$ cat config.mk
export PLATFORM = sky130hd
export DESIGN_NAME = pfba_ctrl
export DESIGN_NICKNAME = d
export VERILOG_FILES = /design/src/pfba_pkg.sv /design/src/pfba_ctrl.sv
export SDC_FILE = /design/constraint.sdc
export NUM_CORES = 1
export LEC_CHECK = 0
export BUFFER_PORTS_ARGS = -buffer_cell sky130_fd_sc_hd__buf_2
export CAP_MARGIN = 25
export CORE_AREA = 2 2 39 41
export CTS_BUF_LIST = sky130_fd_sc_hd__clkbuf_2
export DETAILED_ROUTE_END_ITERATION = 8
export DIE_AREA = 0 0 41 43
export SLEW_MARGIN = 10
export SYNTH_ARGS = -nofsm -noshare
export SYNTH_HDL_FRONTEND = slang
export SYNTH_SLANG_ARGS = --single-unit
$ cat constraint.sdc
create_clock -name clock -period 2.8 [get_ports clock]
set_clock_uncertainty 0.1 [all_clocks]
set_input_delay 0.56 -clock clock [delete_from_list [all_inputs] [get_ports clock]]
set_output_delay 0.56 -clock clock [all_outputs]
set_load 0.05 [all_outputs]
$ cat src/pfba_pkg.sv
// shared types and constants of the page frame bitmap allocator
`timescale 1ns / 1ps
`default_nettype none

package pfba_pkg;

   // fixed field widths
   localparam int OP_W       = 2;
   localparam int ADDR_W     = 32;
   localparam int KIND_W     = 8;
   localparam int PAGES_W    = 11;
   localparam int CSR_IDX_W  = 3;
   localparam int PAGE_SHIFT = 12;
   localparam int PN_W       = ADDR_W - PAGE_SHIFT;
   localparam int OFS_W      = PN_W + 1;
   localparam int WORD_W     = 32;
   localparam int NREG       = 2;

   // number of page frames below the top of the address space
   localparam logic [OFS_W-1:0] PAGE_SPAN = OFS_W'(1) << PN_W;

   // request operation codes
   typedef enum logic [OP_W-1:0] {
      OP_PAGE  = 2'd0,
      OP_RANGE = 2'd1,
      OP_ALLOC = 2'd2,
      OP_NONE  = 2'd3
   } op_type;

   // configuration register indexes
   typedef enum logic [CSR_IDX_W-1:0] {
      CSR_BASE0  = 3'd0,
      CSR_PAGES0 = 3'd1,
      CSR_KIND0  = 3'd2,
      CSR_BASE1  = 3'd3,
      CSR_PAGES1 = 3'd4,
      CSR_KIND1  = 3'd5
   } csr_type;

   // controller states
   typedef enum logic [3:0] {
      ST_CLEAR,
      ST_IDLE,
      ST_LIVE,
      ST_BOUND,
      ST_PLAN,
      ST_SEL,
      ST_READ,
      ST_MODIFY,
      ST_DONE
   } state_type;

   // controller to datapath
   typedef struct packed {
      logic clear;
      logic take_req;
      logic live;
      logic bound;
      logic plan;
      logic sel;
      logic rd;
      logic modify;
      logic out_load;
   } cmd_type;

   // datapath to controller
   typedef struct packed {
      logic clear_last;
      logic pend_any;
      logic last_word;
      logic alloc;
      logic found;
   } status_type;

endpackage

`default_nettype wire

$ cat src/pfba_ctrl.sv
// sequencing state machine of the page frame bitmap allocator
`timescale 1ns / 1ps
`default_nettype none

module pfba_ctrl import pfba_pkg::*; (
   input  logic       clock,
   input  logic       reset,
   input  logic       req_valid,
   output logic       req_ready,
   output logic       rsp_valid,
   input  logic       rsp_ready,
   input  status_type status,
   output cmd_type    cmd
);

   state_type state_ff, state_in;
   logic      rsp_valid_ff, rsp_valid_in;

   // next state
   always_comb begin
      state_in = state_ff;
      case (state_ff)
         ST_CLEAR: begin
            if (status.clear_last) state_in = ST_IDLE;
         end
         ST_IDLE: begin
            if (req_valid) state_in = ST_LIVE;
         end
         ST_LIVE:  state_in = ST_BOUND;
         ST_BOUND: state_in = ST_PLAN;
         ST_PLAN:  state_in = ST_SEL;
         ST_SEL: begin
            state_in = status.pend_any ? ST_READ : ST_DONE;
         end
         ST_READ: state_in = ST_MODIFY;
         ST_MODIFY: begin
            if (status.alloc && status.found) state_in = ST_DONE;
            else if (status.last_word) state_in = ST_SEL;
            else state_in = ST_READ;
         end
         ST_DONE: begin
            if (!rsp_valid_ff || rsp_ready) state_in = ST_IDLE;
         end
         default: state_in = ST_CLEAR;
      endcase
   end

   // outputs
   always_comb begin
      cmd       = '0;
      req_ready = 1'b0;
      case (state_ff)
         ST_CLEAR: cmd.clear = 1'b1;
         ST_IDLE: begin
            req_ready    = 1'b1;
            cmd.take_req = req_valid;
         end
         ST_LIVE:   cmd.live = 1'b1;
         ST_BOUND:  cmd.bound = 1'b1;
         ST_PLAN:   cmd.plan = 1'b1;
         ST_SEL:    cmd.sel = status.pend_any;
         ST_READ:   cmd.rd = 1'b1;
         ST_MODIFY: cmd.modify = 1'b1;
         ST_DONE:   cmd.out_load = !rsp_valid_ff || rsp_ready;
         default:   cmd = '0;
      endcase
   end

   // response word valid flag
   always_comb begin
      rsp_valid_in = rsp_valid_ff;
      if (cmd.out_load) rsp_valid_in = 1'b1;
      else if (rsp_ready) rsp_valid_in = 1'b0;
   end

   always_ff @(posedge clock) begin
      if (reset) begin
         state_ff     <= ST_CLEAR;
         rsp_valid_ff <= 1'b0;
      end else begin
         state_ff     <= state_in;
         rsp_valid_ff <= rsp_valid_in;
      end
   end

   assign rsp_valid = rsp_valid_ff;

endmodule

`default_nettype wire

# Yosys cells after proc, flatten, opt, wreduce, memory -nomap -nowiden
# Cells that the tools add are included.
op_classes:
  n_eq_ne: 11
  n_reduce_logical: 6
  n_mul: 0
  add_sub_neg: 0
  order_cmp: 0
  div_mod_pow: 0
  bitwise: 0
  shift: 0
  mux: 19
op_table:
  columns: ["operator", "count"]
  rows:
  - ["4-bit one-hot mux with 9 select lines", 1]
  - ["4-bit 2-to-1 mux", 5]
  - ["4-bit by 3-bit == test with 1-bit output, second input constant", 4]
  - ["1-bit 2-to-1 mux", 12]
  - ["4-bit by 2-bit == test with 1-bit output, second input constant", 2]
  - ["2-bit != test, second input constant", 3]
  - ["4-bit by 1-bit == test with 1-bit output, second input constant", 1]
  - ["4-bit == test, second input constant", 1]
  - ["4-bit logical NOT", 1]
  - ["3-bit AND reduction", 1]
  - ["2-bit 2-to-1 mux", 1]
  - ["2-bit nonzero test", 1]
  - ["1-bit logical AND", 1]
  - ["1-bit logical NOT", 1]
  - ["1-bit logical OR", 1]
totals:
  regBits: 5
  ramBits: 0
  rom_bits: 0
  mem_count: 0
  latch_bits: 0
  inputBits: 9

# Longest topological paths before layout
logic_depth:
  word_depth: 4
  depth_mapped: 5
  ltp_nobuf: 4

# Worst setup path before layout
# OpenSTA, ideal clock, no wires.
synth_path:
  path_kind: "flip-flop to output port"
  startpoint: "register state_ff[1]"
  endpoint: "output port cmd[4] (netlist name)"
  stages_incl_launch_ff: 3
  setup_slack_ns: -0.046
  arrival_time_ns: 2.186
  cell_sequence: "dfxtp_1 clkbuf_1 nor4b_1"
synth_rtl:
  columns: ["element", "line_no", "rtl"]
  rows:
  - ["from (decl)", "pfba_ctrl.sv:16", "state_type state_ff, state_in;"]
  - ["from (signal assigned)", "pfba_ctrl.sv:81", "state_ff <= state_in;"]
  - ["to (decl)", "pfba_ctrl.sv:13", "output cmd_type cmd"]

==> impl_results.md <==
* Ys Warns at 0
* Global-route wire length before repair at 1650 um
* FMAX at 427 MHz
* Pre-CTS setup slack at about 0.7 ns
* DRT iter0 DRCs at 6
* Minimum clock period at 2.34 ns
* H-Tree Depth at 1
* Post-Syn Instances at 52
* Area grow syn2layout at 26.6%
* # rows at 14
* Die width at 41 um
* CTS root buf: clkbuf_2
* Placed cell area at 498 um2
* CTS tree: done
* Final GP Congestion at 0.735
* Setup_tns at 0 ns
* Synth area leader: dfxtp_1
* Number of routed nets with antenna violations at 0
* Starting Density at 29.6%
* Vias in the first global route at 390
* Slew @ Worst Pin at 0.458 ns
* HPWL Detailed at 764 um
* Via count at roughly 420
* Final WL at 998 um
* Power Density at 464 mW/mm2
* Number of hold violations in the final report at 0
* Vias/cell at 4.83
* Cts repair resizes at 0
* Largest net degree at the start of global routing at 15
* Crit Path Class: reg2out
* MaxCap Viol Count at 0
* Ys flop type: dfxtp_1
* Slew headroom at slightly below 70%
* Syn_area_per_cell at 7.87 um2
* Maximum vdd ir drop at 171 uV
* Clk sinks at 5
* Share of cells above drive strength 1 at 42.9%
* Num ports at 20
* Clock Latency Late Sink at about 0.22 ns
* # nets final at 80
* Core Area at 0.00138 mm2
* PortBufs at 19
* Mapped Area at 409 um2
* Synth Net Count at 61
* Post-synthesis sequential area ratio at between 20% and 30%
* Synth cell types at 30
* Final period util at 83.6%
* Die H at 43 um
* CP Max Fanout at 10
* Lkg Pwr at 0.245 nW
* Final Max Slew Viols at 0
* CTS Buf Count at 3
* CP endpoint kind: output port
* Critical path data arrival time at between 1.5 and 2 ns
* Worst-path clk slew at roughly 0.050 ns
* Die area at between 0.0015 and 0.002 mm2
* # hold bufs at CTS at 0
* Post-synthesis async set-or-reset flop share at 0%
* Wire length per cell at 11.6 um
* GRT Resource Usage Total at 13.4%
* Clock Tree Buf Depth at 2
* Post-route setup slack at about 0.46 ns
* Fin area at 518 um2
* Status: finished clean
* GRT Residual Overflow at 0
* RSZ-0062 raised after global routing: no
* FF+latch count, synth at 5
* Antenna cell count at 0
* Hold Crit Class: reg2reg
* Final setup violation count at 0
* Drt drc at 0
* Post-synth top area share at between 20% and 30%
* Critical Path RT at 2.14 ns
* TritonRoute pass-1 iters at 3
* CP Launch Type: register
* Largest cells by area after synthesis: dfxtp_1, nand2b_1, nor2_1, nor3_1, a21oi_1
* Post-CTS setup buffer count at 0
* Number of synthesized flops with an enable pin at 0
* Initial antenna violation count at 0
cells by family (layout without fill, tap and decap cells):
family / count (synthesis) / in the layout / synth area share, %
simple gates: 30 / 30 / 45.9
compound gates: 10 / 10 / 18.3
buf+inv: 6 / 24 / 8.87
flops: 5 / 5 / 24.5
mux: 1 / 1 / 2.45
state kept, by name (all words and copies together) (netlist names):
| register | count |
|---|---|
| rsp_valid | 1 |
| state_ff | 4 |
cells in the mapped netlist, types with 2 or more instances:
cell      number
a21oi_1        3
buf_2          2
dfxtp_1        5
nand2b_1       5
nand3_1        2
nor2_1         6
nor2b_1        2
nor3_1         4
nor4_1         2
path summary, 6_finish.rpt:
path / slack (ns) / cells past startpoint / to / from
min: 0.44 / 2 / rsp_valid / rsp_valid
max: 0.46 / 3 / cmd[0] / state_ff[3]
min reg2reg: 0.44 / 2 / rsp_valid / rsp_valid
max reg2reg: 1.16 / 4 / state_ff[0] / state_ff[0]
power by group:
group | internal, mW | leakage [nW] | total, mW | switching [mW]
Sequential | 0.0752 | 0.0406 | 0.0882 | 0.0131
Combinational | 0.0300 | 0.187 | 0.0861 | 0.0562
Clock | 0.0378 | 0.0166 | 0.0662 | 0.0284
critical path, cell delays in order (launching register included):
cell     delay [ns]
dfxtp_1        0.52
or4b_4         0.55
nor2b_4        0.13
buf_2          0.26
placed cells by master (no fill, tap or decap), drive strengths merged:
master  netlist  final
inv           1      1
a22oi         1      1
nand2         1      1
o21ai         1      1
dfxtp         5      5
and4b         1      1
nor2          7      7
o22a          1      1
a211o         1      1
and2b         1      1
nor2b         3      3
mux2i         1      1
nand2b        5      5
nor3          4      4
a31oi         1      1
and3          1      1
or4b          1      1
o211a         1      1
clkbuf        1      4
nand3b        1      1
nand3         2      2
nor4b         1      1
a211oi        1      1
buf           4     19
a21oi         3      3
nor4          2      2
per-layer routing:
layer	global-route usage (%)	up-vias	share of wire, %	wire (um)
met1	18.4	179	46	455
met4	4.00	0	0	0
li1	-	221	-	-
met5	0	-	0	0
met3	4.71	0	6.4	64
met2	19.1	15	48	479
area by class of cell:
class	count	area [um2]
timing repair buffer	19	95.1
multi-input combinational	41	279
tap	16	20.0
inverter	1	3.75
clock buffer	4	20.0
fill	148	866
sequential	5	100
through the flow:
stage	total power, mW	utilization [%]	std cells	hold slack, ns
after floorplan	0.155	-	52	0.416
after global placement	0.174	36.0	82	0.427
after detailed placement	0.176	36.0	82	0.425
after CTS	0.243	37.4	86	0.439
after global routing	0.255	37.4	86	0.467
final	0.241	37.4	86	0.437
Power figures use the tool's default switching activity.
