$ cat config.mk
export PLATFORM = sky130hd
export DESIGN_NAME = pfba_dp
export DESIGN_NICKNAME = d
export VERILOG_FILES = /design/src/pfba_pkg.sv /design/src/pfba_dp.sv
export SDC_FILE = /design/constraint.sdc
export NUM_CORES = 2
export LEC_CHECK = 0
export ABC_AREA = 1
export BUFFER_PORTS_ARGS = -buffer_cell sky130_fd_sc_hd__clkbuf_2
export CORE_ASPECT_RATIO = 1.25
export CORE_MARGIN = 4
export CORE_UTILIZATION = 63
export DETAILED_ROUTE_END_ITERATION = 7
export GPL_TIMING_DRIVEN = 0
export HOLD_SLACK_MARGIN = 0.1
export PLACE_DENSITY = 0.79
export REMOVE_ABC_BUFFERS = 1
export SKIP_CTS_REPAIR_TIMING = 1
export SYNTH_ARGS = -nofsm -noshare
export SYNTH_HDL_FRONTEND = slang
export SYNTH_SLANG_ARGS = --single-unit
$ cat constraint.sdc
create_clock -name clock -period 8.6 [get_ports clock]
set_input_delay 0.86 -clock clock [delete_from_list [all_inputs] [get_ports clock]]
set_output_delay 0.86 -clock clock [all_outputs]
set_load 0.02 [all_outputs]
$ cat src/pfba_pkg.sv
// shared types and constants of the page frame bitmap allocator
`timescale 1ns / 1ps
`default_nettype none

package pfba_pkg;

   // fixed field widths
   localparam int OP_W       = 2;
   localparam int ADDR_W     = 32;
   localparam int KIND_W     = 8;
   localparam int PAGES_W    = 11;
   localparam int CSR_IDX_W  = 3;
   localparam int PAGE_SHIFT = 12;
   localparam int PN_W       = ADDR_W - PAGE_SHIFT;
   localparam int OFS_W      = PN_W + 1;
   localparam int WORD_W     = 32;
   localparam int NREG       = 2;

   // number of page frames below the top of the address space
   localparam logic [OFS_W-1:0] PAGE_SPAN = OFS_W'(1) << PN_W;

   // request operation codes
   typedef enum logic [OP_W-1:0] {
      OP_PAGE  = 2'd0,
      OP_RANGE = 2'd1,
      OP_ALLOC = 2'd2,
      OP_NONE  = 2'd3
   } op_type;

   // configuration register indexes
   typedef enum logic [CSR_IDX_W-1:0] {
      CSR_BASE0  = 3'd0,
      CSR_PAGES0 = 3'd1,
      CSR_KIND0  = 3'd2,
      CSR_BASE1  = 3'd3,
      CSR_PAGES1 = 3'd4,
      CSR_KIND1  = 3'd5
   } csr_type;

   // controller states
   typedef enum logic [3:0] {
      ST_CLEAR,
      ST_IDLE,
      ST_LIVE,
      ST_BOUND,
      ST_PLAN,
      ST_SEL,
      ST_READ,
      ST_MODIFY,
      ST_DONE
   } state_type;

   // controller to datapath
   typedef struct packed {
      logic clear;
      logic take_req;
      logic live;
      logic bound;
      logic plan;
      logic sel;
      logic rd;
      logic modify;
      logic out_load;
   } cmd_type;

   // datapath to controller
   typedef struct packed {
      logic clear_last;
      logic pend_any;
      logic last_word;
      logic alloc;
      logic found;
   } status_type;

endpackage

`default_nettype wire

$ cat src/pfba_dp.sv
// datapath of the page frame bitmap allocator: region registers, bitmap memory, walk logic
`timescale 1ns / 1ps
`default_nettype none

module pfba_dp import pfba_pkg::*; #(
   parameter int MAX_PAGES   = 1024,
   parameter int NUM_REGIONS = 2
) (
   input  logic                 clock,
   input  logic                 reset,
   input  logic                 csr_we,
   input  logic [CSR_IDX_W-1:0] csr_index,
   input  logic [ADDR_W-1:0]    csr_wdata,
   input  logic [OP_W-1:0]      req_op,
   input  logic [ADDR_W-1:0]    req_addr,
   input  logic [ADDR_W-1:0]    req_end_addr,
   input  logic                 req_mark_used,
   input  logic [KIND_W-1:0]    req_mem_type,
   input  cmd_type              cmd,
   output status_type           status,
   output logic                 rsp_failed,
   output logic [ADDR_W-1:0]    rsp_page_addr
);

   localparam int  WORDS = (MAX_PAGES + WORD_W - 1) / WORD_W;
   localparam int  WAW   = (WORDS > 1) ? $clog2(WORDS) : 1;
   localparam int  IW    = $clog2(MAX_PAGES);
   localparam int  NW    = $clog2(MAX_PAGES + 1);
   localparam int  MAW   = (NUM_REGIONS > 1) ? WAW + 1 : WAW;
   localparam int  DEPTH = 2 ** MAW;
   localparam bit  TWO   = (NUM_REGIONS > 1);

   // word of a page index inside its region
   function automatic logic [WAW-1:0] word_of(input logic [IW-1:0] idx);
      word_of = WAW'(idx >> 5);
   endfunction

   // bits of word w that fall into the index span [lo, hi], page 0 at the msb
   function automatic logic [WORD_W-1:0] span_mask(input logic [IW-1:0] lo,
                                                   input logic [IW-1:0] hi,
                                                   input logic [WAW-1:0] w);
      logic [WORD_W-1:0] ml;
      logic [WORD_W-1:0] mh;
      logic [WAW-1:0]    lw;
      logic [WAW-1:0]    hw;
      lw = word_of(lo);
      hw = word_of(hi);
      if (w == lw) ml = {WORD_W{1'b1}} >> lo[4:0];
      else if (w > lw) ml = {WORD_W{1'b1}};
      else ml = '0;
      if (w == hw) mh = {WORD_W{1'b1}} << (5'd31 - hi[4:0]);
      else if (w < hw) mh = {WORD_W{1'b1}};
      else mh = '0;
      span_mask = ml & mh;
   endfunction

   // configuration
   logic [PN_W-1:0]    base_ff  [NREG];
   logic [PN_W-1:0]    base_in  [NREG];
   logic [PAGES_W-1:0] pages_ff [NREG];
   logic [PAGES_W-1:0] pages_in [NREG];
   logic [KIND_W-1:0]  kind_ff  [NREG];
   logic [KIND_W-1:0]  kind_in  [NREG];

   // captured request
   op_type            op_ff, op_in;
   logic [PN_W-1:0]   s_pn_ff, s_pn_in;
   logic [PN_W-1:0]   e_pn_ff, e_pn_in;
   logic              aligned_ff, aligned_in;
   logic              gt_ff, gt_in;
   logic              mark_ff, mark_in;
   logic [KIND_W-1:0] want_ff, want_in;

   // live region bounds
   logic [PN_W-1:0]  b_ff [NREG];
   logic [PN_W-1:0]  b_in [NREG];
   logic [NW-1:0]    n_ff [NREG];
   logic [NW-1:0]    n_in [NREG];
   logic [OFS_W-1:0] room_c [NREG];
   logic [OFS_W-1:0] cap_c  [NREG];
   logic [PN_W-1:0]  last_c [NREG];

   // absolute page spans
   logic [PN_W-1:0] lo_abs_ff [NREG];
   logic [PN_W-1:0] lo_abs_in [NREG];
   logic [PN_W-1:0] hi_abs_ff [NREG];
   logic [PN_W-1:0] hi_abs_in [NREG];
   logic [PN_W-1:0] xlo_abs_ff, xlo_abs_in;
   logic [PN_W-1:0] xhi_abs_ff, xhi_abs_in;

   // walk plan
   logic [IW-1:0]   lo_ff [NREG];
   logic [IW-1:0]   lo_in [NREG];
   logic [IW-1:0]   hi_ff [NREG];
   logic [IW-1:0]   hi_in [NREG];
   logic [IW-1:0]   xlo_ff, xlo_in;
   logic [IW-1:0]   xhi_ff, xhi_in;
   logic            xv_ff, xv_in;
   logic [NREG-1:0] pend_ff, pend_in;
   logic [NREG-1:0] act_c;
   logic [NREG-1:0] present_c;
   logic            fail_ff, fail_in;
   logic            walk_ok_c;

   // walk position
   logic            cur_ff, cur_in;
   logic            cur_sel_c;
   logic [WAW-1:0]  w_ff, w_in;
   logic [MAW-1:0]  walk_addr;
   logic [MAW-1:0]  clr_ff, clr_in;

   // bitmap memory
   logic [WORD_W-1:0] mem [DEPTH];
   logic [WORD_W-1:0] rd_ff;
   logic              mem_we;
   logic [MAW-1:0]    mem_wa;
   logic [WORD_W-1:0] mem_wd;

   // word update
   logic [WORD_W-1:0] mask_c;
   logic [WORD_W-1:0] excl_c;
   logic [WORD_W-1:0] new_c;
   logic [4:0]        pos_c;
   logic              is_alloc;
   logic              found_c;

   // result
   logic [ADDR_W-1:0] page_ff, page_in;
   logic              out_failed_ff, out_failed_in;
   logic [ADDR_W-1:0] out_page_ff, out_page_in;

   // configuration writes
   always_comb begin
      base_in  = base_ff;
      pages_in = pages_ff;
      kind_in  = kind_ff;
      if (csr_we) begin
         case (csr_type'(csr_index))
            CSR_BASE0:  base_in[0]  = csr_wdata[ADDR_W-1:PAGE_SHIFT];
            CSR_PAGES0: pages_in[0] = csr_wdata[PAGES_W-1:0];
            CSR_KIND0:  kind_in[0]  = csr_wdata[KIND_W-1:0];
            CSR_BASE1:  base_in[1]  = csr_wdata[ADDR_W-1:PAGE_SHIFT];
            CSR_PAGES1: pages_in[1] = csr_wdata[PAGES_W-1:0];
            CSR_KIND1:  kind_in[1]  = csr_wdata[KIND_W-1:0];
            default: ;
         endcase
      end
   end

   // request capture; a single page is a one-page span
   always_comb begin
      op_in      = op_ff;
      s_pn_in    = s_pn_ff;
      e_pn_in    = e_pn_ff;
      aligned_in = aligned_ff;
      gt_in      = gt_ff;
      mark_in    = mark_ff;
      want_in    = want_ff;
      if (cmd.take_req) begin
         op_in      = op_type'(req_op);
         s_pn_in    = req_addr[ADDR_W-1:PAGE_SHIFT];
         e_pn_in    = (op_type'(req_op) == OP_PAGE) ? req_addr[ADDR_W-1:PAGE_SHIFT]
                                                    : req_end_addr[ADDR_W-1:PAGE_SHIFT];
         aligned_in = (req_addr[PAGE_SHIFT-1:0] == '0);
         gt_in      = (req_addr > req_end_addr);
         mark_in    = req_mark_used;
         want_in    = req_mem_type;
      end
   end

   // live region size: clamp to the bitmap and to the top of memory
   always_comb begin
      for (int r = 0; r < NREG; r++) begin
         room_c[r] = PAGE_SPAN - OFS_W'(base_ff[r]);
         cap_c[r]  = (OFS_W'(pages_ff[r]) > OFS_W'(MAX_PAGES)) ? OFS_W'(MAX_PAGES)
                                                              : OFS_W'(pages_ff[r]);
         b_in[r]   = cmd.live ? base_ff[r] : b_ff[r];
         n_in[r]   = n_ff[r];
         if (cmd.live) n_in[r] = (cap_c[r] > room_c[r]) ? NW'(room_c[r]) : NW'(cap_c[r]);
      end
   end

   // clip the request span to each region, and region 0 to region 1
   always_comb begin
      for (int r = 0; r < NREG; r++) begin
         last_c[r]    = PN_W'(OFS_W'(b_ff[r]) + OFS_W'(n_ff[r]) - OFS_W'(1));
         lo_abs_in[r] = lo_abs_ff[r];
         hi_abs_in[r] = hi_abs_ff[r];
         if (cmd.bound) begin
            lo_abs_in[r] = (s_pn_ff > b_ff[r]) ? s_pn_ff : b_ff[r];
            hi_abs_in[r] = (e_pn_ff < last_c[r]) ? e_pn_ff : last_c[r];
         end
      end
      xlo_abs_in = xlo_abs_ff;
      xhi_abs_in = xhi_abs_ff;
      if (cmd.bound) begin
         xlo_abs_in = (b_ff[0] > b_ff[1]) ? b_ff[0] : b_ff[1];
         xhi_abs_in = (last_c[0] < last_c[1]) ? last_c[0] : last_c[1];
      end
   end

   // walk plan in region-relative page indexes
   always_comb begin
      is_alloc  = (op_ff == OP_ALLOC);
      walk_ok_c = aligned_ff && ((op_ff == OP_PAGE) || ((op_ff == OP_RANGE) && !gt_ff));
      for (int r = 0; r < NREG; r++) begin
         present_c[r] = (n_ff[r] != '0) && ((r == 0) || TWO);
         if (is_alloc)
            act_c[r] = present_c[r] && (kind_ff[r] == want_ff) && (n_ff[r][NW-1:5] != '0);
         else
            act_c[r] = walk_ok_c && present_c[r] && (lo_abs_ff[r] <= hi_abs_ff[r]);
         lo_in[r] = lo_ff[r];
         hi_in[r] = hi_ff[r];
         if (cmd.plan) begin
            lo_in[r] = is_alloc ? '0 : IW'(lo_abs_ff[r] - b_ff[r]);
            hi_in[r] = is_alloc ? IW'({n_ff[r][NW-1:5], 5'd0} - NW'(1))
                                : IW'(hi_abs_ff[r] - b_ff[r]);
         end
      end
      xv_in  = xv_ff;
      xlo_in = xlo_ff;
      xhi_in = xhi_ff;
      fail_in = fail_ff;
      if (cmd.plan) begin
         xv_in  = present_c[0] && present_c[1] && (xlo_abs_ff <= xhi_abs_ff);
         xlo_in = IW'(xlo_abs_ff - b_ff[1]);
         xhi_in = IW'(xhi_abs_ff - b_ff[1]);
         case (op_ff)
            OP_PAGE:  fail_in = !(walk_ok_c && (act_c != '0));
            OP_RANGE: fail_in = gt_ff;
            OP_ALLOC: fail_in = 1'b0;
            default:  fail_in = 1'b1;
         endcase
      end
   end

   // region selection and word counter
   always_comb begin
      cur_sel_c = !pend_ff[0];
      pend_in   = pend_ff;
      cur_in    = cur_ff;
      w_in      = w_ff;
      if (cmd.plan) pend_in = act_c;
      if (cmd.sel) begin
         pend_in[cur_sel_c] = 1'b0;
         cur_in             = cur_sel_c;
         w_in               = word_of(lo_ff[cur_sel_c]);
      end else if (cmd.modify) begin
         w_in = w_ff + 1'b1;
      end
   end

   assign walk_addr = MAW'({cur_ff, w_ff});
   assign clr_in    = cmd.clear ? clr_ff + 1'b1 : clr_ff;

   // word update: span mark or release, or first free page for allocation
   always_comb begin
      mask_c = span_mask(lo_ff[cur_ff], hi_ff[cur_ff], w_ff);
      excl_c = (xv_ff && cur_ff) ? span_mask(xlo_ff, xhi_ff, w_ff) : '0;
      pos_c  = '0;
      for (int i = 0; i < WORD_W; i++) begin
         if (!rd_ff[i]) pos_c = 5'(WORD_W - 1 - i);
      end
      found_c = !(&rd_ff);
      if (is_alloc) new_c = rd_ff | (WORD_W'(32'h8000_0000) >> pos_c);
      else if (mark_ff) new_c = rd_ff | (mask_c & ~excl_c);
      else new_c = rd_ff & ~(mask_c & ~excl_c);
   end

   // memory write port
   always_comb begin
      mem_we = cmd.clear || (cmd.modify && (!is_alloc || found_c));
      mem_wa = cmd.clear ? clr_ff : walk_addr;
      mem_wd = cmd.clear ? '0 : new_c;
   end

   // allocated page address
   always_comb begin
      page_in = page_ff;
      if (cmd.plan) page_in = '0;
      else if (cmd.modify && is_alloc && found_c)
         page_in = {PN_W'(b_ff[cur_ff] + PN_W'({w_ff, pos_c})), {PAGE_SHIFT{1'b0}}};
   end

   // output register
   always_comb begin
      out_failed_in = cmd.out_load ? fail_ff : out_failed_ff;
      out_page_in   = cmd.out_load ? page_ff : out_page_ff;
   end

   // bitmap memory
   always_ff @(posedge clock) begin
      if (mem_we) mem[mem_wa] <= mem_wd;
      if (cmd.rd) rd_ff <= mem[walk_addr];
   end

   // control registers
   always_ff @(posedge clock) begin
      if (reset) begin
         for (int r = 0; r < NREG; r++) begin
            base_ff[r]  <= '0;
            pages_ff[r] <= '0;
            kind_ff[r]  <= '0;
         end
         clr_ff <= '0;
      end else begin
         base_ff  <= base_in;
         pages_ff <= pages_in;
         kind_ff  <= kind_in;
         clr_ff   <= clr_in;
      end
   end

   // working registers
   always_ff @(posedge clock) begin
      op_ff         <= op_in;
      s_pn_ff       <= s_pn_in;
      e_pn_ff       <= e_pn_in;
      aligned_ff    <= aligned_in;
      gt_ff         <= gt_in;
      mark_ff       <= mark_in;
      want_ff       <= want_in;
      b_ff          <= b_in;
      n_ff          <= n_in;
      lo_abs_ff     <= lo_abs_in;
      hi_abs_ff     <= hi_abs_in;
      xlo_abs_ff    <= xlo_abs_in;
      xhi_abs_ff    <= xhi_abs_in;
      lo_ff         <= lo_in;
      hi_ff         <= hi_in;
      xlo_ff        <= xlo_in;
      xhi_ff        <= xhi_in;
      xv_ff         <= xv_in;
      pend_ff       <= pend_in;
      fail_ff       <= fail_in;
      cur_ff        <= cur_in;
      w_ff          <= w_in;
      page_ff       <= page_in;
      out_failed_ff <= out_failed_in;
      out_page_ff   <= out_page_in;
   end

   // status to the controller
   always_comb begin
      status.clear_last = &clr_ff;
      status.pend_any   = |pend_ff;
      status.last_word  = (w_ff == word_of(hi_ff[cur_ff]));
      status.alloc      = is_alloc;
      status.found      = found_c;
   end

   assign rsp_failed    = out_failed_ff;
   assign rsp_page_addr = out_page_ff;

endmodule

`default_nettype wire

* Yosys cells after proc, flatten, opt, wreduce, memory -nomap -nowiden
Memories as Yosys holds them, arrays and structs flattened. A register that Yosys moved wholly into a read port is not among the register bits.
Index checks and enable logic that the tools add are counted.
** Storage, ports and cells
- Register bits after elaboration :: 430
- RAM bits :: 2048
- Bits of input ports :: 122
- Output and inout bits :: 38
- Word-level logic and storage cells :: 236
- Memories :: 1
** Operators by class
- Add/subtract/negate cells :: 19
- Magnitude comparators :: 22
- Equal/unequal tests :: 13
- Shift operators :: 5
- Multiplexer cells :: 81
- Bitwise operators :: 12
- Reductions and logical operators :: 45
** Memory list
- mem :: words 64, bits a word 32, rd ports 1, clocked after Yosys merged registers in 1, wr ports 1, RTL line pfba_dp.sv:113 : logic [WORD_W-1:0] mem [DEPTH];
** Operators with widths (number)
- $mux 32 :: 12
- $mux 20 :: 10
- $mux 5 :: 34
- $and 32x32->32 :: 4
- $mux 10 :: 11
- $shr 32x5->32 const A :: 3
- $not 32->32 :: 2
- $or 32x32->32 :: 2
- $shl 32x5->32 const A :: 2
- $gt 20x20->1 :: 3
- $le 20x20->1 :: 3
- $lt 20x20->1 :: 3
- $sub 10x10->10 :: 6
- $mux 11 :: 4
- $gt 11x21->1 :: 2
- $sub 21x20->21 const A :: 2
- $add 20x11->20 :: 2
- $sub 20x1->20 const B :: 2
- $gt 32x32->1 :: 1
- $reduce_and 32->1 :: 1
- $gt 11x11->1 const B :: 2
- $reduce_bool 11->1 :: 2
- $add 20x10->20 :: 1
- $eq 5x5->1 :: 4
- 34 further kinds :: 79

* Depth between registers and ports, before layout
- Depth in word-level cells :: 36
- Mapped depth :: 48
- Depth with buffers taken out :: 48

* Least setup slack after synthesis
OpenSTA, ideal clock, no wires.
- Path type :: register to register
- From :: register cur_ff
- To :: memory mem[0][27] (data pin)
- Library setup time :: 0.549 ns
- Arrival :: 5.508 ns
- Data required time :: 8.051 ns
- Path slack :: 2.544 ns
- Cell stages (with the launch flop) :: 18
- Buffers on the path :: 4
- Clock period less this slack :: 6.056 ns
- Cell sequence :: edfxtp_1 -> clkbuf_1 -> clkbuf_1 -> clkbuf_1 -> clkbuf_1 -> o21ai_0 -> ha_1 -> nand2_1 -> nor2_1 -> nand2_1 -> o2111ai_1 -> nand2_1 -> nor2_2 -> nand2_1 -> or4_1 -> o21ai_0 -> nand2_1 -> a21oi_1
** Between the ends
- Longest elaborated chain between the ends :: 14
- Elaborated cells on any way between the ends :: 29
- Those cells by class :: add/sub (1); order compare (2); eq/ne (2); shift (2); mux (14); bitwise (7); reduce/logical (1)
** RTL lines
- start, declared :: RTL line pfba_dp.sv:106 : logic cur_ff, cur_in;
- start signal, assigned :: RTL line pfba_dp.sv:336 : cur_ff <= cur_in;
- $not 1->2 (not written as such) :: RTL line pfba_dp.sv:258 : mask_c = span_mask(lo_ff[cur_ff], hi_ff[cur_ff], w_ff);
- $mux 10 (not written as such) (3 in a row) :: RTL line pfba_dp.sv:258
- $sub 5x5->5 (tied with other cells) :: RTL line pfba_dp.sv:51 : if (w == hw) mh = {WORD_W{1'b1}} << (5'd31 - hi[4:0]);
- $shl 32x5->32 (tied with other cells) :: RTL line pfba_dp.sv:51
- $mux 32 (on tied branches) :: RTL line pfba_dp.sv:51, pfba_dp.sv:48
- $and 32x32->32 :: RTL line pfba_dp.sv:54 : span_mask = ml & mh;
- $and 32x32->32 (*) :: RTL line pfba_dp.sv:266, pfba_dp.sv:267
- $not 32->32 :: RTL line pfba_dp.sv:267 : else new_c = rd_ff & ~(mask_c & ~excl_c);
- $and 32x32->32 :: RTL line pfba_dp.sv:267
- $mux 32 (*) :: RTL line pfba_dp.sv:266 : else if (mark_ff) new_c = rd_ff | (mask_c & ~excl_c);
- $mux 32 (*) :: RTL line pfba_dp.sv:265 : if (is_alloc) new_c = rd_ff | (WORD_W'(32'h8000_0000) >> pos_c);
- $mux 32 (*) :: RTL line pfba_dp.sv:274 : mem_wd = cmd.clear ? '0 : new_c;
- named net mem_wd[27] :: RTL line pfba_dp.sv:117 : logic [WORD_W-1:0] mem_wd;
- end, declared :: RTL line pfba_dp.sv:113
Mark *: on every way through the listed nets, which the timed path passes. The rest lies on a longest branch. The select of a mux whose other input is x is not followed.

* Final worst setup path
- From :: register w_ff[0]
- To :: memory mem[34][29] (data pin)
** Between the ends
- Longest elaborated chain between the ends :: 12
- Elaborated cells on any way between the ends :: 27
- Those cells by class :: order compare (4); eq/ne (4); mux (12); bitwise (7)
** RTL lines
- start, declared :: RTL line pfba_dp.sv:108 : logic [WAW-1:0] w_ff, w_in;
- start signal, assigned :: RTL line pfba_dp.sv:337 : w_ff <= w_in;
- $gt 5x5->1 / $lt 5x5->1 (equally long branches) :: RTL line pfba_dp.sv:49, pfba_dp.sv:52
- $mux 32 (on tied branches) :: RTL line pfba_dp.sv:49, pfba_dp.sv:52
- $mux 32 (on tied branches) :: RTL line pfba_dp.sv:48, pfba_dp.sv:51
- $and 32x32->32 :: RTL line pfba_dp.sv:54
- $mux 32 :: RTL line pfba_dp.sv:259 : excl_c = (xv_ff && cur_ff) ? span_mask(xlo_ff, xhi_ff, w_ff) : '0;
- $not 32->32 :: RTL line pfba_dp.sv:266, pfba_dp.sv:267
- $and 32x32->32 (*) :: RTL line pfba_dp.sv:266, pfba_dp.sv:267
- $not 32->32 :: RTL line pfba_dp.sv:267
- $and 32x32->32 :: RTL line pfba_dp.sv:267
- $mux 32 (*) :: RTL line pfba_dp.sv:266
- $mux 32 (*) :: RTL line pfba_dp.sv:265
- $mux 32 (*) :: RTL line pfba_dp.sv:274
- named net mem_wd[29] :: RTL line pfba_dp.sv:117
Mark *: on every way through the listed nets, which the timed path passes. The rest lies on a longest branch.

==> flow_summary.yaml <==
sta:
  rsz0062_at_grt: "false"
  tightestPinTransition_ps: 1380
  fin_setup_tns_ps: 0
  fin_skew_ps: 66.3
  slew_headroom: 0.0662
  setup_ws_ps: 160
  fin_crit_sh: 0.981
  min_period_ps: 8440
  clock.fmax_ghz: 0.118
  report.final.slew_viol_count: 0
  hold_viol_final: 0
  finalSetupViolCount: 0
finish:
  layout-drive-gt1-share: 0.0906
  area_growth_pct: 13.6
  final_core_util: 0.723
  final_nets: 10100
  nFillCells: 10800
  fin_area_um2: 126000
logic_synthesis:
  synth_cell_type_count: 72
  ys_warn_count: 0
  avgSynthCellArea_um2: 11.7
  synth_edf_count: 2404
  yosysMostFrequentCell: "edfxtp_1"
  syn_area_um2: 111000
  synth_area_leaders: "edfxtp_1 (65%), o21ai_0 (6.2%), nor2_1 (4.9%), ha_1 (4.3%), nand2_1 (2.7%)"
  synth-seq-cells: 2510
  netlist_top_cells_count: "edfxtp_1 (2404), nor2_1 (1437), o21ai_0 (1371), nand2_1 (813), inv_1 (595)"
  synth_top_cell_by_area: "edfxtp_1"
  synthCells: 9484
  yosysSeqAreaShare: 0.670
  ys.flop_type: "edfxtp_1"
  yosys.area.top_type_share: 0.650
  async_flop_share: 0
die:
  row_count: 171
  die-area_um2: 183000
  ioPinCount: 160
  die_h_um: 477
  core_um2: 174000
  fp.dieW_um: 383
  start_util: 0.636
routing:
  vias: 82000
  drc: 8
  routed_wl_um: 348000
  wl_per_cell_um: 28.7
  drtPass1Iterations: 8
  viasPerCell: 6.78
  drt.antenna.violating_nets: 0
  drt_iter0_drc: 11700
power:
  power_mw: 33.8
  peakVddDrop_mv: 0.223
  power_leakage_nw: 44.4
  p_per_area_nw_per_um2: 268
worst_setup_path:
  critPathCaptureType: "register"
  path_cells: "buf_16, buf_16, buf_16, buf_16, buf_16, buf_16, buf_8, buf_16, clkinv_4, buf_16, buf_16, ha_1, nand2_1, o2111ai_1, nand2_1, nor2_2, o21ai_0, a221oi_1, nand2_1, o21ai_0, nand2_1, a21oi_4, buf_12"
  path_max_fanout: 122
  cp_common_cell: "buf_16"
  crit_required_ps: 9290
  crit_arrival_ps: 9130
  ff2ff_path_depth: 23
  critPathLaunchType: "register"
  crit_path_max_incr_delay_ps: 890
  cp_slowest_cell: "edfxtp_1"
  worstSetupPathType: "reg -> reg"
clocking:
  h-tree-depth: 4
  clockRootBuffer: "clkbuf_16"
  clkSinkCount: 2510
  clock_latency_ps: 900
  cts_tree: "yes"
  path_clk_slew_ps: 60
  numCtsBuffers: 224
  clock_path_buffers: 3
grt:
  grt_max_degree: 153
  grt_first_pass_wirelength_um: 505000
  antenna_found_initial: 25
  track_usage: 0.374
  first_global_vias: 80300
  grt.overflow.total: 0
job:
  maxCapViolations: 0
placement:
  io_buffers: 146
  dp_hpwl_um: 219000
  gp_congestion: 0.988
  placed_area_um2: 119000
  post-place-ws_ps: 447
min_path:
  min_path_type: "in -> reg"
  whs_path_depth: 1
run_status:
  outcome: "finished, violations left"
  violations: "design-rule violations"
==> sequential cells by signal (all words and copies together) (netlist names), 16 cells and up <==
| register | count |
|---|---|
| b_ff | 40 |
| base_ff | 40 |
| e_pn_ff | 20 |
| hi_abs_ff | 40 |
| hi_ff | 20 |
| kind_ff | 16 |
| lo_abs_ff | 40 |
| lo_ff | 20 |
| mem | 2048 |
| n_ff | 22 |
| page_ff | 20 |
| pages_ff | 22 |
| rd_ff | 32 |
| rsp_page_addr | 20 |
| s_pn_ff | 20 |
| xhi_abs_ff | 20 |
| xlo_abs_ff | 20 |
==> cells in the final DEF (no fill, tap or decap), types with 46 or more instances in the layout <==
master and instances:
o211ai_1 74, xor2_1 79, a31oi_1 46, edfxtp_1 2404, nand3_1 211, o22ai_1 317, a21oi_1 362, nand2_1 813
nor2_4 70, a211oi_1 67, ha_1 380, nand4_1 101, clkinv_2 47, nor2_1 1366, o221ai_1 220, clkbuf_2 143
inv_1 590, o21ai_0 1371, buf_12 82, nor3_1 49, clkbuf_16 224, buf_16 121, dfxtp_1 106
==> per-stage QoR <==
| stage | hold WS [ps] | std cells |
|---|---|---|
| finish | 153 | 12100 |
| global route | 129 | 12100 |
| CTS | 95.3 | 12100 |
| detailed placement | 413 | 11700 |
| global placement | 401 | 11400 |
| floorplan | 400 | 8960 |
==> power breakdown <==
| group | switching, mW | internal [mW] | total [mW] | leakage, nW |
|---|---|---|---|---|
| clock | 4.53 | 5.55 | 10.1 | 3.58 |
| combinational | 6.01 | 2.57 | 8.58 | 17.7 |
| sequential | 0.340 | 14.8 | 15.1 | 23.2 |
| total | 10.9 | 22.9 | 33.8 | 44.4 |
==> cells by family after synthesis <==
| logic type | Yosys count | synth area share |
|---|---|---|
| other | 1 | 0.0000338 |
| adder cells (fa/ha/maj) | 389 | 0.0445 |
| AO/OA/AOI/OAI | 2635 | 0.138 |
| flip-flops | 2510 | 0.670 |
| XOR/XNOR | 110 | 0.00868 |
| buffers and inverters | 1143 | 0.0393 |
| AND/OR/NAND/NOR | 2688 | 0.0987 |
| multiplexers | 8 | 0.000722 |
==> final timing paths <==
path / startpoint / to / slack, ps
min: req_mark_used / mark_ff / 150
max reg2reg: w_ff[0] / mem[34][29] / 160
min reg2reg: base_ff[11] / b_ff[11] / 420
max: w_ff[0] / mem[34][29] / 160
==> layout make-up <==
| class | count | area (µm²) | area share |
|---|---|---|---|
| antenna | 18 | 45.0 | 0.000357 |
| inverter | 608 | 2320 | 0.0184 |
| clock buffer | 276 | 5890 | 0.0467 |
| tap | 2335 | 2920 | 0.0232 |
| clock inverter | 140 | 1440 | 0.0114 |
| timing repair buffer | 370 | 5960 | 0.0473 |
| sequential | 2510 | 74300 | 0.589 |
| multi-input combinational | 5842 | 33200 | 0.263 |
==> worst max-delay path, delay by kind of cell, from the launching register on <==
kind	cells	cell delay, ps
adders and majority gates	1	370
and+or+nand+nor	5	1550
DFF	1	890
buffers and inverters	12	3170
AOI/OAI and AO/OA	5	2020
==> routing by layer <==
metal,vias up,wire length [µm],global-route usage
met5,-,209,0.00450
met4,20,31300,0.277
met3,1712,42300,0.0999
met2,6246,163000,0.596
met1,39000,111000,0.437
li1,35000,-,-
Note: power is estimated with default switching activity, not from simulation.
